### src/hdl/arc_pkg.sv
// Shared types, codes and beat layouts for the ARP responder cache unit.
// No dependencies; imported by arc_cache, the top level and the port checker.
`timescale 1ns / 1ps

package arc_pkg;

    localparam int CACHE_DEPTH_DEF = 16;

    // configuration port
    localparam int CFG_DATA_W     = 64;
    localparam int CFG_ADDR_W     = 4;
    localparam int REG_DEVICE_MAC = 0;
    localparam int REG_DEVICE_IP  = 1;

    // frame checks
    localparam logic [10:0] MIN_FRAME_LEN    = 11'd42;
    localparam logic [15:0] HW_TYPE_ETH      = 16'h0001;
    localparam logic [15:0] PROTO_TYPE_IPV4  = 16'h0800;
    localparam logic [7:0]  HW_ADDR_LEN_ETH  = 8'd6;
    localparam logic [7:0]  PROTO_ADDR_LEN_V4 = 8'd4;
    localparam logic [15:0] ARP_OPER_REQUEST = 16'd1;

    typedef enum logic [1:0] {
        OP_RX_FRAME = 2'd0,
        OP_RESOLVE  = 2'd1,
        OP_SEND_REQ = 2'd2,
        OP_UNUSED   = 2'd3
    } opcode_t;

    typedef enum logic [2:0] {
        KIND_NONE    = 3'd0,
        KIND_REPLY   = 3'd1,
        KIND_REQUEST = 3'd2,
        KIND_HIT     = 3'd3,
        KIND_MISS    = 3'd4
    } kind_t;

    localparam logic [1:0] TX_OPER_NONE    = 2'd0;
    localparam logic [1:0] TX_OPER_REQUEST = 2'd1;
    localparam logic [1:0] TX_OPER_REPLY   = 2'd2;

    // input beat layout
    localparam int S_TUSER_W         = 2;
    localparam int S_FRAME_LEN_LSB   = 0;
    localparam int S_HW_TYPE_LSB     = 11;
    localparam int S_PROTO_TYPE_LSB  = 27;
    localparam int S_HW_ALEN_LSB     = 43;
    localparam int S_PROTO_ALEN_LSB  = 51;
    localparam int S_ARP_OPER_LSB    = 59;
    localparam int S_SMAC_LSB        = 75;
    localparam int S_SIP_LSB         = 123;
    localparam int S_TGT_IP_LSB      = 155;
    localparam int S_QIP_LSB         = 187;
    localparam int S_TDATA_W         = 224;

    // result beat layout
    localparam int M_TUSER_W     = 3;
    localparam int M_TX_OPER_LSB = 0;
    localparam int M_DEST_LSB    = 2;
    localparam int M_TMAC_LSB    = 50;
    localparam int M_TIP_LSB     = 98;
    localparam int M_RMAC_LSB    = 130;
    localparam int M_TDATA_W     = 184;

    typedef struct packed {
        logic        en;
        logic [31:0] ip;
        logic [47:0] mac;
    } cache_wr_t;

    typedef struct packed {
        logic [31:0] ip;
        logic [47:0] mac;
        logic        vld;
    } cache_rd_t;

endpackage

### src/hdl/arc_slot.sv
// Cache slot unit: IPv4 address modulo cache depth, two register stages.
// Depends on nothing but its parameters.
`timescale 1ns / 1ps

module arc_slot #(
    parameter int CACHE_DEPTH = 16,
    parameter int SLOT_W      = 4
) (
    input  logic              aclk,
    input  logic              en,
    input  logic [31:0]       ip_in,
    output logic [SLOT_W-1:0] slot_out
);

    localparam int FOLD_W      = 18;
    localparam int RECIP_SHIFT = 18;
    localparam int PROD_W      = FOLD_W + RECIP_SHIFT + 1;
    localparam int REM_W       = 10;
    localparam int W0          = 1 % CACHE_DEPTH;
    localparam int W1          = 256 % CACHE_DEPTH;
    localparam int W2          = (W1 * 256) % CACHE_DEPTH;
    localparam int W3          = (W2 * 256) % CACHE_DEPTH;
    localparam int RECIP_M     = (2 ** RECIP_SHIFT) / CACHE_DEPTH;

    logic [FOLD_W-1:0] fold;
    logic [FOLD_W-1:0] x1_reg;
    logic [FOLD_W-1:0] x2_reg;
    logic [FOLD_W-1:0] q_reg;
    logic [FOLD_W-1:0] q_next;
    logic [PROD_W-1:0] prod;
    logic [FOLD_W-1:0] qd;
    logic [REM_W-1:0]  rem;
    logic [REM_W-1:0]  rem_fix;

    // fold bytes by their weights 256^i mod depth
    assign fold = FOLD_W'(ip_in[7:0])   * FOLD_W'(W0)
                + FOLD_W'(ip_in[15:8])  * FOLD_W'(W1)
                + FOLD_W'(ip_in[23:16]) * FOLD_W'(W2)
                + FOLD_W'(ip_in[31:24]) * FOLD_W'(W3);

    assign prod   = PROD_W'(x1_reg) * PROD_W'(RECIP_M);
    assign q_next = prod[RECIP_SHIFT +: FOLD_W];

    always_ff @(posedge aclk) begin
        if (en) begin
            x1_reg <= fold;
            x2_reg <= x1_reg;
            q_reg  <= q_next;
        end
    end

    // quotient estimate is low by at most one
    assign qd      = FOLD_W'(q_reg * FOLD_W'(CACHE_DEPTH));
    assign rem     = REM_W'(x2_reg - qd);
    assign rem_fix = (rem >= REM_W'(CACHE_DEPTH)) ? rem - REM_W'(CACHE_DEPTH) : rem;
    assign slot_out = SLOT_W'(rem_fix);

endmodule

### src/hdl/arc_cache.sv
// Direct-mapped neighbor cache: IP and MAC memories, per-slot valid flops.
// Depends on arc_pkg for the read and write bundles.
`timescale 1ns / 1ps

module arc_cache #(
    parameter int CACHE_DEPTH = 16,
    parameter int SLOT_W      = 4
) (
    input  logic                aclk,
    input  logic                aresetn,
    input  logic                en,
    input  logic [SLOT_W-1:0]   rd_slot,
    input  logic [SLOT_W-1:0]   wr_slot,
    input  arc_pkg::cache_wr_t  wr,
    output arc_pkg::cache_rd_t  rd
);

    import arc_pkg::*;

    logic [31:0]            ip_mem  [CACHE_DEPTH];
    logic [47:0]            mac_mem [CACHE_DEPTH];
    logic [CACHE_DEPTH-1:0] vld_reg;
    cache_rd_t              rd_reg;
    logic                   byp;

    assign byp = wr.en && (wr_slot == rd_slot);

    always_ff @(posedge aclk) begin
        if (wr.en) begin
            ip_mem[wr_slot]  <= wr.ip;
            mac_mem[wr_slot] <= wr.mac;
        end
    end

    always_ff @(posedge aclk) begin
        if (!aresetn) begin
            vld_reg <= '0;
        end else if (wr.en) begin
            vld_reg[wr_slot] <= 1'b1;
        end
    end

    // forward the entry written in this same beat
    always_ff @(posedge aclk) begin
        if (en) begin
            if (byp) begin
                rd_reg <= '{ip: wr.ip, mac: wr.mac, vld: 1'b1};
            end else begin
                rd_reg <= '{ip: ip_mem[rd_slot], mac: mac_mem[rd_slot], vld: vld_reg[rd_slot]};
            end
        end
    end

    assign rd = rd_reg;

endmodule

### src/hdl/arp_responder_cache_unit.sv
// ARP responder cache unit, top level: stream in/out, APB registers, pipeline.
// Depends on arc_pkg, arc_slot and arc_cache.
//
//   channel   dir  ports                        beat content
//   s_        in   s_tvalid/tready/tdata/tuser  command or received ARP frame
//   m_        out  m_tvalid/tready/tdata/tuser  one result per command
//   apb       in   psel/penable/pwrite/paddr    device_mac at 0x0, device_ip at 0x8
//
// One beat per cycle sustained while the result beat is not stalled.
// The pipeline is the slot divider (two stages), the cache read and the result register.
// All stages hold together while the result beat is stalled; s_tready follows that.
// Reset clears the cache valid flops, registers and pipeline valids at once.
`timescale 1ns / 1ps

module arp_responder_cache_unit #(
    parameter int CACHE_DEPTH = arc_pkg::CACHE_DEPTH_DEF
) (
    input  logic                            aclk,
    input  logic                            aresetn,
    input  logic                            s_tvalid,
    output logic                            s_tready,
    // frame_len, hw_type, proto_type, hw_addr_len, proto_addr_len, arp_oper,
    // sender_mac, sender_ip, target_ip, query_ip, zero pad
    input  logic [arc_pkg::S_TDATA_W-1:0]   s_tdata,
    // opcode
    input  logic [arc_pkg::S_TUSER_W-1:0]   s_tuser,
    output logic                            m_tvalid,
    input  logic                            m_tready,
    // tx_oper, eth_dest_mac, tx_target_mac, tx_target_ip, resolved_mac, zero pad
    output logic [arc_pkg::M_TDATA_W-1:0]   m_tdata,
    // result_kind
    output logic [arc_pkg::M_TUSER_W-1:0]   m_tuser,
    input  logic                            psel,
    input  logic                            penable,
    input  logic                            pwrite,
    input  logic [arc_pkg::CFG_ADDR_W-1:0]  paddr,
    input  logic [arc_pkg::CFG_DATA_W-1:0]  pwdata,
    output logic [arc_pkg::CFG_DATA_W-1:0]  prdata,
    output logic                            pready
);

    import arc_pkg::*;

    localparam int SLOT_W = (CACHE_DEPTH > 1) ? $clog2(CACHE_DEPTH) : 1;

    typedef struct packed {
        opcode_t     op;
        logic        frame_ok;
        logic        is_req;
        logic [47:0] smac;
        logic [31:0] tgt;
        logic [31:0] key_ip;
    } stage_t;

    logic [47:0]          dev_mac_reg;
    logic [31:0]          dev_ip_reg;
    logic                 cfg_wr;
    logic                 cfg_idx;

    logic                 adv;
    logic                 vld1_reg, vld2_reg, vld3_reg;
    stage_t               st_next, st1_reg, st2_reg, st3_reg;
    logic [SLOT_W-1:0]    slot;
    logic [SLOT_W-1:0]    slot3_reg;
    cache_wr_t            cwr;
    cache_rd_t            crd;

    logic                 m_tvalid_reg;
    logic [M_TDATA_W-1:0] m_tdata_reg, m_tdata_next;
    logic [M_TUSER_W-1:0] m_tuser_reg;
    kind_t                kind_next;

    // configuration registers
    assign pready  = 1'b1;
    assign cfg_idx = paddr[3];
    assign cfg_wr  = psel && penable && pwrite && pready;

    always_ff @(posedge aclk) begin
        if (!aresetn) begin
            dev_mac_reg <= '0;
            dev_ip_reg  <= '0;
        end else if (cfg_wr) begin
            case (cfg_idx)
                1'(REG_DEVICE_MAC): dev_mac_reg <= pwdata[47:0];
                1'(REG_DEVICE_IP):  dev_ip_reg  <= pwdata[31:0];
                default: ;
            endcase
        end
    end

    always_comb begin
        case (cfg_idx)
            1'(REG_DEVICE_MAC): prdata = {16'd0, dev_mac_reg};
            1'(REG_DEVICE_IP):  prdata = {32'd0, dev_ip_reg};
            default:            prdata = '0;
        endcase
    end

    // input decode
    assign adv      = !m_tvalid_reg || m_tready;
    assign s_tready = adv;

    always_comb begin
        st_next.op       = opcode_t'(s_tuser);
        st_next.frame_ok = (s_tdata[S_FRAME_LEN_LSB +: 11] >= MIN_FRAME_LEN)
                        && (s_tdata[S_HW_TYPE_LSB +: 16] == HW_TYPE_ETH)
                        && (s_tdata[S_PROTO_TYPE_LSB +: 16] == PROTO_TYPE_IPV4)
                        && (s_tdata[S_HW_ALEN_LSB +: 8] == HW_ADDR_LEN_ETH)
                        && (s_tdata[S_PROTO_ALEN_LSB +: 8] == PROTO_ADDR_LEN_V4);
        st_next.is_req   = (s_tdata[S_ARP_OPER_LSB +: 16] == ARP_OPER_REQUEST);
        st_next.smac     = s_tdata[S_SMAC_LSB +: 48];
        st_next.tgt      = s_tdata[S_TGT_IP_LSB +: 32];
        st_next.key_ip   = (st_next.op == OP_RX_FRAME) ? s_tdata[S_SIP_LSB +: 32]
                                                       : s_tdata[S_QIP_LSB +: 32];
    end

    always_ff @(posedge aclk) begin
        if (!aresetn) begin
            vld1_reg <= 1'b0;
            vld2_reg <= 1'b0;
            vld3_reg <= 1'b0;
        end else if (adv) begin
            vld1_reg <= s_tvalid;
            vld2_reg <= vld1_reg;
            vld3_reg <= vld2_reg;
        end
    end

    always_ff @(posedge aclk) begin
        if (adv) begin
            st1_reg   <= st_next;
            st2_reg   <= st1_reg;
            st3_reg   <= st2_reg;
            slot3_reg <= slot;
        end
    end

    arc_slot #(
        .CACHE_DEPTH (CACHE_DEPTH),
        .SLOT_W      (SLOT_W)
    ) u_slot (
        .aclk     (aclk),
        .en       (adv),
        .ip_in    (st_next.key_ip),
        .slot_out (slot)
    );

    assign cwr.en  = adv && vld3_reg && (st3_reg.op == OP_RX_FRAME) && st3_reg.frame_ok;
    assign cwr.ip  = st3_reg.key_ip;
    assign cwr.mac = st3_reg.smac;

    arc_cache #(
        .CACHE_DEPTH (CACHE_DEPTH),
        .SLOT_W      (SLOT_W)
    ) u_cache (
        .aclk    (aclk),
        .aresetn (aresetn),
        .en      (adv),
        .rd_slot (slot),
        .wr_slot (slot3_reg),
        .wr      (cwr),
        .rd      (crd)
    );

    // result
    always_comb begin
        kind_next    = KIND_NONE;
        m_tdata_next = '0;
        case (st3_reg.op)
            OP_RX_FRAME: begin
                if (st3_reg.frame_ok && st3_reg.is_req && (st3_reg.tgt == dev_ip_reg)) begin
                    kind_next                            = KIND_REPLY;
                    m_tdata_next[M_TX_OPER_LSB +: 2]     = TX_OPER_REPLY;
                    m_tdata_next[M_DEST_LSB +: 48]       = st3_reg.smac;
                    m_tdata_next[M_TMAC_LSB +: 48]       = st3_reg.smac;
                    m_tdata_next[M_TIP_LSB +: 32]        = st3_reg.key_ip;
                end
            end
            OP_RESOLVE: begin
                if (crd.vld && (crd.ip == st3_reg.key_ip)) begin
                    kind_next                        = KIND_HIT;
                    m_tdata_next[M_RMAC_LSB +: 48]   = crd.mac;
                end else begin
                    kind_next = KIND_MISS;
                end
            end
            OP_SEND_REQ: begin
                kind_next                        = KIND_REQUEST;
                m_tdata_next[M_TX_OPER_LSB +: 2] = TX_OPER_REQUEST;
                m_tdata_next[M_DEST_LSB +: 48]   = '1;
                m_tdata_next[M_TIP_LSB +: 32]    = st3_reg.key_ip;
            end
            default: ;
        endcase
    end

    always_ff @(posedge aclk) begin
        if (!aresetn) begin
            m_tvalid_reg <= 1'b0;
        end else if (adv) begin
            m_tvalid_reg <= vld3_reg;
        end
    end

    always_ff @(posedge aclk) begin
        if (adv) begin
            m_tdata_reg <= m_tdata_next;
            m_tuser_reg <= kind_next;
        end
    end

    assign m_tvalid = m_tvalid_reg;
    assign m_tdata  = m_tdata_reg;
    assign m_tuser  = m_tuser_reg;

endmodule

### config.mk
export PLATFORM = sky130hd
export DESIGN_NAME = arp_responder_cache_unit
export DESIGN_NICKNAME = d
export VERILOG_FILES = /design/src/hdl/arc_pkg.sv /design/src/hdl/arc_slot.sv /design/src/hdl/arc_cache.sv /design/src/hdl/arp_responder_cache_unit.sv
export SDC_FILE = /design/constraint.sdc
export NUM_CORES = 2
export LEC_CHECK = 0
export BUFFER_PORTS_ARGS = -buffer_cell sky130_fd_sc_hd__buf_2
export CAP_MARGIN = 20
export CORE_ASPECT_RATIO = 2
export CORE_UTILIZATION = 30
export DETAILED_ROUTE_END_ITERATION = 10
export MAX_ROUTING_LAYER = met4
export PLACE_DENSITY = 0.48
export SKIP_LAST_GASP = 1
export SYNTH_ARGS = -nofsm -noshare
export SYNTH_HDL_FRONTEND = slang
export SYNTH_SLANG_ARGS = --single-unit
### constraint.sdc
create_clock -name aclk -period 51 [get_ports aclk]
set_clock_uncertainty 0.2 [all_clocks]
set_input_delay 7.65 -clock aclk [delete_from_list [all_inputs] [get_ports aclk]]
set_output_delay 7.65 -clock aclk [all_outputs]
set_load 0.02 [all_outputs]
Word level (Yosys, flattened, before mapping)
Memories as Yosys holds them, arrays and structs flattened. A register that Yosys moved wholly into a read port is not among the register bits.
Cells that the tools add are included.
- memory bits (writable): 1280
- register bits: 654
- input bits: 301
- memories: 2
- reduce and logical (&&, ||, !) cells: 22
- add/subtract/negate cells: 2
- $lt $le $gt $ge: 5
- equality and inequality tests: 10
- muxes and demuxes: 15
- bitwise gates (word level): 2
- memory list (memory ; words ; width ; read ports ; clocked after Yosys merged registers in ; wr ports ; RTL line ; RTL):
    u_cache.mac_mem ; 16 ; 48 ; 1 ; 1 ; 1 ; arc_cache.sv:21 ; logic [47:0] mac_mem [CACHE_DEPTH];
    u_cache.ip_mem ; 16 ; 32 ; 1 ; 1 ; 1 ; arc_cache.sv:20 ; logic [31:0] ip_mem [CACHE_DEPTH];
- operator list (cell ; number):
    $mux W130 ; 1
    $pmux W64 S2 ; 1
    $pmux W50 S2 ; 1
    $eq A32 B32 Y1 ; 2
    $pmux W32 S2 ; 1
    $eq A16 B1 Y1 const B ; 2
    $mux W32 ; 1
    $eq A16 B12 Y1 const B ; 1
    $eq A8 B3 Y1 const B ; 2
    $or A16 B16 Y16 ; 1
    $logic_and A1 B1 Y1 ; 14
    $ge A11 B6 Y1 const B ; 1
    $ge A10 B5 Y1 const B ; 1
    $lt A4 B5 Y1 const B ; 2
    $pmux W3 S3 ; 1
    $sub A8 B8 Y9 ; 1
    $reduce_and A2 Y1 ; 4
    $mux W1 ; 5
    $bmux W1 S4 ; 1
    $demux W1 S4 ; 1
    $eq A4 B4 Y1 ; 1
    $ge A4 B1 Y1 const B ; 1
    $logic_not A2 Y1 ; 2
    $mux W4 ; 1
    other kinds (7) ; 7

Logic depth before layout (Yosys ltp)
- word-level depth: 7
- depth in mapped cells: 8

Cells and area by module
A second synthesis with hierarchy kept.
- cell total of the unflattened synthesis: 3648
- area, all modules: 74572.8 µm²
- by module, submodules not included (module ; cells each ; times used ; area each (µm²)):
    arc_cache ; 2191 ; 1 ; 51790.9
    arp_responder_cache_unit ; 1449 ; 1 ; 22541.6
    arc_slot ; 8 ; 1 ; 240.2

Worst setup path before layout
OpenSTA, ideal clock, no wires.
- path type: input -> register
- from: in m_tready
- to: mem u_cache.ip_mem[0][0] (enable)
- slack: 17.112 ns
- data arrival time: 33.069 ns
- setup time: 0.619 ns
- cell stages on the path: 5
- cell sequence: nand2b_1 > clkbuf_1 > nand3_1 > or3_1 > nor3_1
- word-level cells in the longest chain between the ends: 6
- RTL lines (what ; RTL line ; RTL):
    start: declaration ; arp_responder_cache_unit.sv:28 ; input logic m_tready,
    $logic_or A1 B1 Y1 ; arp_responder_cache_unit.sv:100 ; assign adv = !m_tvalid_reg || m_tready;
    named net s_tready ; arp_responder_cache_unit.sv:21 ; output logic s_tready,
    $logic_and A1 B1 Y1 (3 in series) ; arp_responder_cache_unit.sv:148 ; assign cwr.en = adv && vld3_reg && (st3_reg.op == OP_RX_FRAME) && st3_reg.frame_ok;
    $mux W1 ; arc_cache.sv:29 ; if (wr.en) begin
    $mux W1 (implied by the code) ; arc_cache.sv:30 ; ip_mem[wr_slot] <= wr.ip;
    end: declaration ; arc_cache.sv:20 ;
The timed path passes the listed nets, and every way through them passes these cells.

Worst setup path after layout
- from: in paddr[3] in the netlist's numbering
- to: out prdata[29] in the netlist's numbering
- word-level cells in the longest chain between the ends: 2
- RTL lines (what ; RTL line ; RTL):
    start: declaration ; arp_responder_cache_unit.sv:36 ; input logic [arc_pkg::CFG_ADDR_W-1:0] paddr,
    $not A1 Y1 ; n/a ;
    $pmux W64 S2 * ; arp_responder_cache_unit.sv:92 ; case (cfg_idx)
    end: declaration ; arp_responder_cache_unit.sv:38 ; output logic [arc_pkg::CFG_DATA_W-1:0] prdata,
Mark *: on every way between the ends. The rest lies on a longest branch, timed or not. The select of a mux whose other input is x is not followed.

==> results.cfg <==
[clocking]
ctsResizeCount = 0
cts_buffers = 191
cts_hold_buf = 0
cts.sinks = 1990
cts_root_buf = clkbuf_16
cts_buffer_depth = 4
htree_levels = 4
tritoncts = built
clock_latency_ns = 0.88
path_clk_slew_ns = 0.06
post_cts_buffers = 0

[floorplan]
die-area_um2 = 249900
boundaryPins = 555
die_h_um = 705.9
start_util_pct = 30.14
coreArea_um2 = 246600
rows = 258
fp.dieW_um = 354.0

[drt]
drtIter0Drc = 2412
routed_wl_mm = 199.0
num_vias = 35940
dr.pass1.iters = 7
routedWlPerCell_um = 26.33
postRouteAntennaNets = 0
avgViaCountPerCell = 4.757
drc = 0

[worst_setup_path]
crit_path_end_kind = output pin
worst_ep_arrival_time_ns = 8.89
cp.required_ns = 43.15
criticalPathCategory = primary input to output pin
cp_max_fo = 35
cp-start-kind = primary input

[timing]
setup_violations = 0
finalWorstSetupSlack_ns = 34.26
fin_crit_sh_pct = 32.83
slew_viol_final = 0
fin_crit_ns = 16.74
fmax_mhz = 59.72
rsz0062_at_grt = no
max-slew-margin-rel_pct = 23.56
worst_pin_slew_ns = 1.147
finalHoldViolCount = 0
holdWs_ns = 0.1993
tns_ns = 0

[cells_and_area]
final_util_pct = 35.33
layout-drive-gt1-share_pct = 31.91
fillers = 23160
postLayoutCellArea_um2 = 87120
largest_reg_flops = 768
finalNetCount = 4454
finalNonFillerCells = 7556
multiInputGateArea_um2 = 14840
syn2layout_area_growth_pct = 17.21
seq_area_um2 = 58760

[placed_design]
dp_cells = 7209
place_area_um2 = 81170
dp_slack_ns = 34.25
portBuffers = 506
post-dp-hpwl_mm = 111.4
gp_congestion = 0.7644

[power_and_ir_drop]
leakage_nw = 29.81
pwr-share-seq_pct = 54.2
power.switching_uw = 777.3
combPwrFrac_pct = 5.7
sw_frac_of_total_pct = 22.45
ir_drop_mv = 0.03424
power.density_nw_per_um2 = 39.74
intPower_mw = 2.685
p_total_mw = 3.463
clockPowerShare_pct = 40.2

[yosys]
synth_area_leaders = edfxtp_1, mux4_2, dfxtp_1
ys_ff_latch = 1990
synth-async-reset-ratio_pct = 0
synth.avg_cell_area_um2 = 21.01
ys.warnings.count = 0
synth_common_cells = edfxtp_1, mux4_2, nand2_1
synth_top_cell_by_area = edfxtp_1
syn-instance-count = 3538
ys_seq_area_share_pct = 79.05
yosysMostFrequentCell = edfxtp_1
yosysTopAreaCellShare_pct = 76.35
synth_edf_count = 1890
synth.distinct_cells = 47
ys.flop_type = edfxtp_1
synth_area_um2 = 74330

[global_route]
grt_usage_pct = 16.23
grt_pass1_wl_mm = 282.7
antenna_found_initial = 24
grt_max_degree = 139
grt-ovfl-total = 0
grt_pass1_vias = 38600

[hold_path]
min_path_type = register to register

[run]
drv_cap = 0

[status]
status = completed
-- layout by cell type, fill, tap and decap left out, types with 79 or more instances in the layout --
cell,count
edfxtp_1,1890
a21boi_0,81
o22ai_1,79
buf_2,507
and2_1,96
dfxtp_1,100
buf_4,86
clkbuf_16,195
a21oi_1,81
mux4_2,326
mux2_2,143
nand2_1,164
mux2i_1,82
-- final timing paths --
| kind | slack (ns) | to | cells after the start | from |
|---|---|---|---|---|
| worst min-delay path | 0.20 | cwr[28]$_DFFE_PN_ | 0 | st2_reg[92]$_DFFE_PN_ |
| worst max register to register | 46.36 | u_cache.mac_mem[12][0]$_DFFE_PP_ | 7 | st3_reg[114]$_DFFE_PN_ |
| worst max-delay path | 34.26 | prdata[29] | 4 | paddr[3] |
| worst min register to register | 0.20 | cwr[28]$_DFFE_PN_ | 0 | st2_reg[92]$_DFFE_PN_ |
-- power by group through the flow --
| stage | clock network (mW) | logic [mW] | registers (mW) |
|---|---|---|---|
| floorplan | 0 | 0.118 | 1.91 |
| global placement | 0 | 0.202 | 1.91 |
| detailed placement | 0 | 0.203 | 1.91 |
| CTS | 1.44 | 0.204 | 1.88 |
| global route | 1.48 | 0.213 | 1.88 |
| finish | 1.39 | 0.197 | 1.88 |
-- layout make-up --
class,count,share of cell area [%]
Multi-Input combinational cell,1358,17.04
Tap cell,3250,4.667
Clock inverter,96,0.9479
Timing Repair Buffer,608,4.033
Sequential cell,1990,67.44
Inverter,4,0.01723
Clock buffer,240,5.829
Antenna cell,10,0.02872
-- kinds of logic after synthesis --
kind of cell | count (synthesis) | synth area share, %
DFF | 1990 | 79.05
muxes | 551 | 13.15
and+or+nand+nor | 370 | 2.550
AOI/OAI and AO/OA | 346 | 3.084
buffers and inverters | 211 | 1.358
xor gates and xnor gates | 68 | 0.8013
other | 2 | 0.01010
-- layer usage --
metal	vias up	track usage (%)	share of wire, %
li1	15510	-	-
met1	19120	18.81	39
met2	1014	28.34	52
met3	299	2.897	5.1
met4	0	5.143	3.1
met5	-	-	0
-- worst max-delay path: stages --
cell and delay, ns:
buf_2 0.40, buf_12 0.28, mux2_2 0.37, buf_2 0.17
Power figures use the tool's default switching activity.
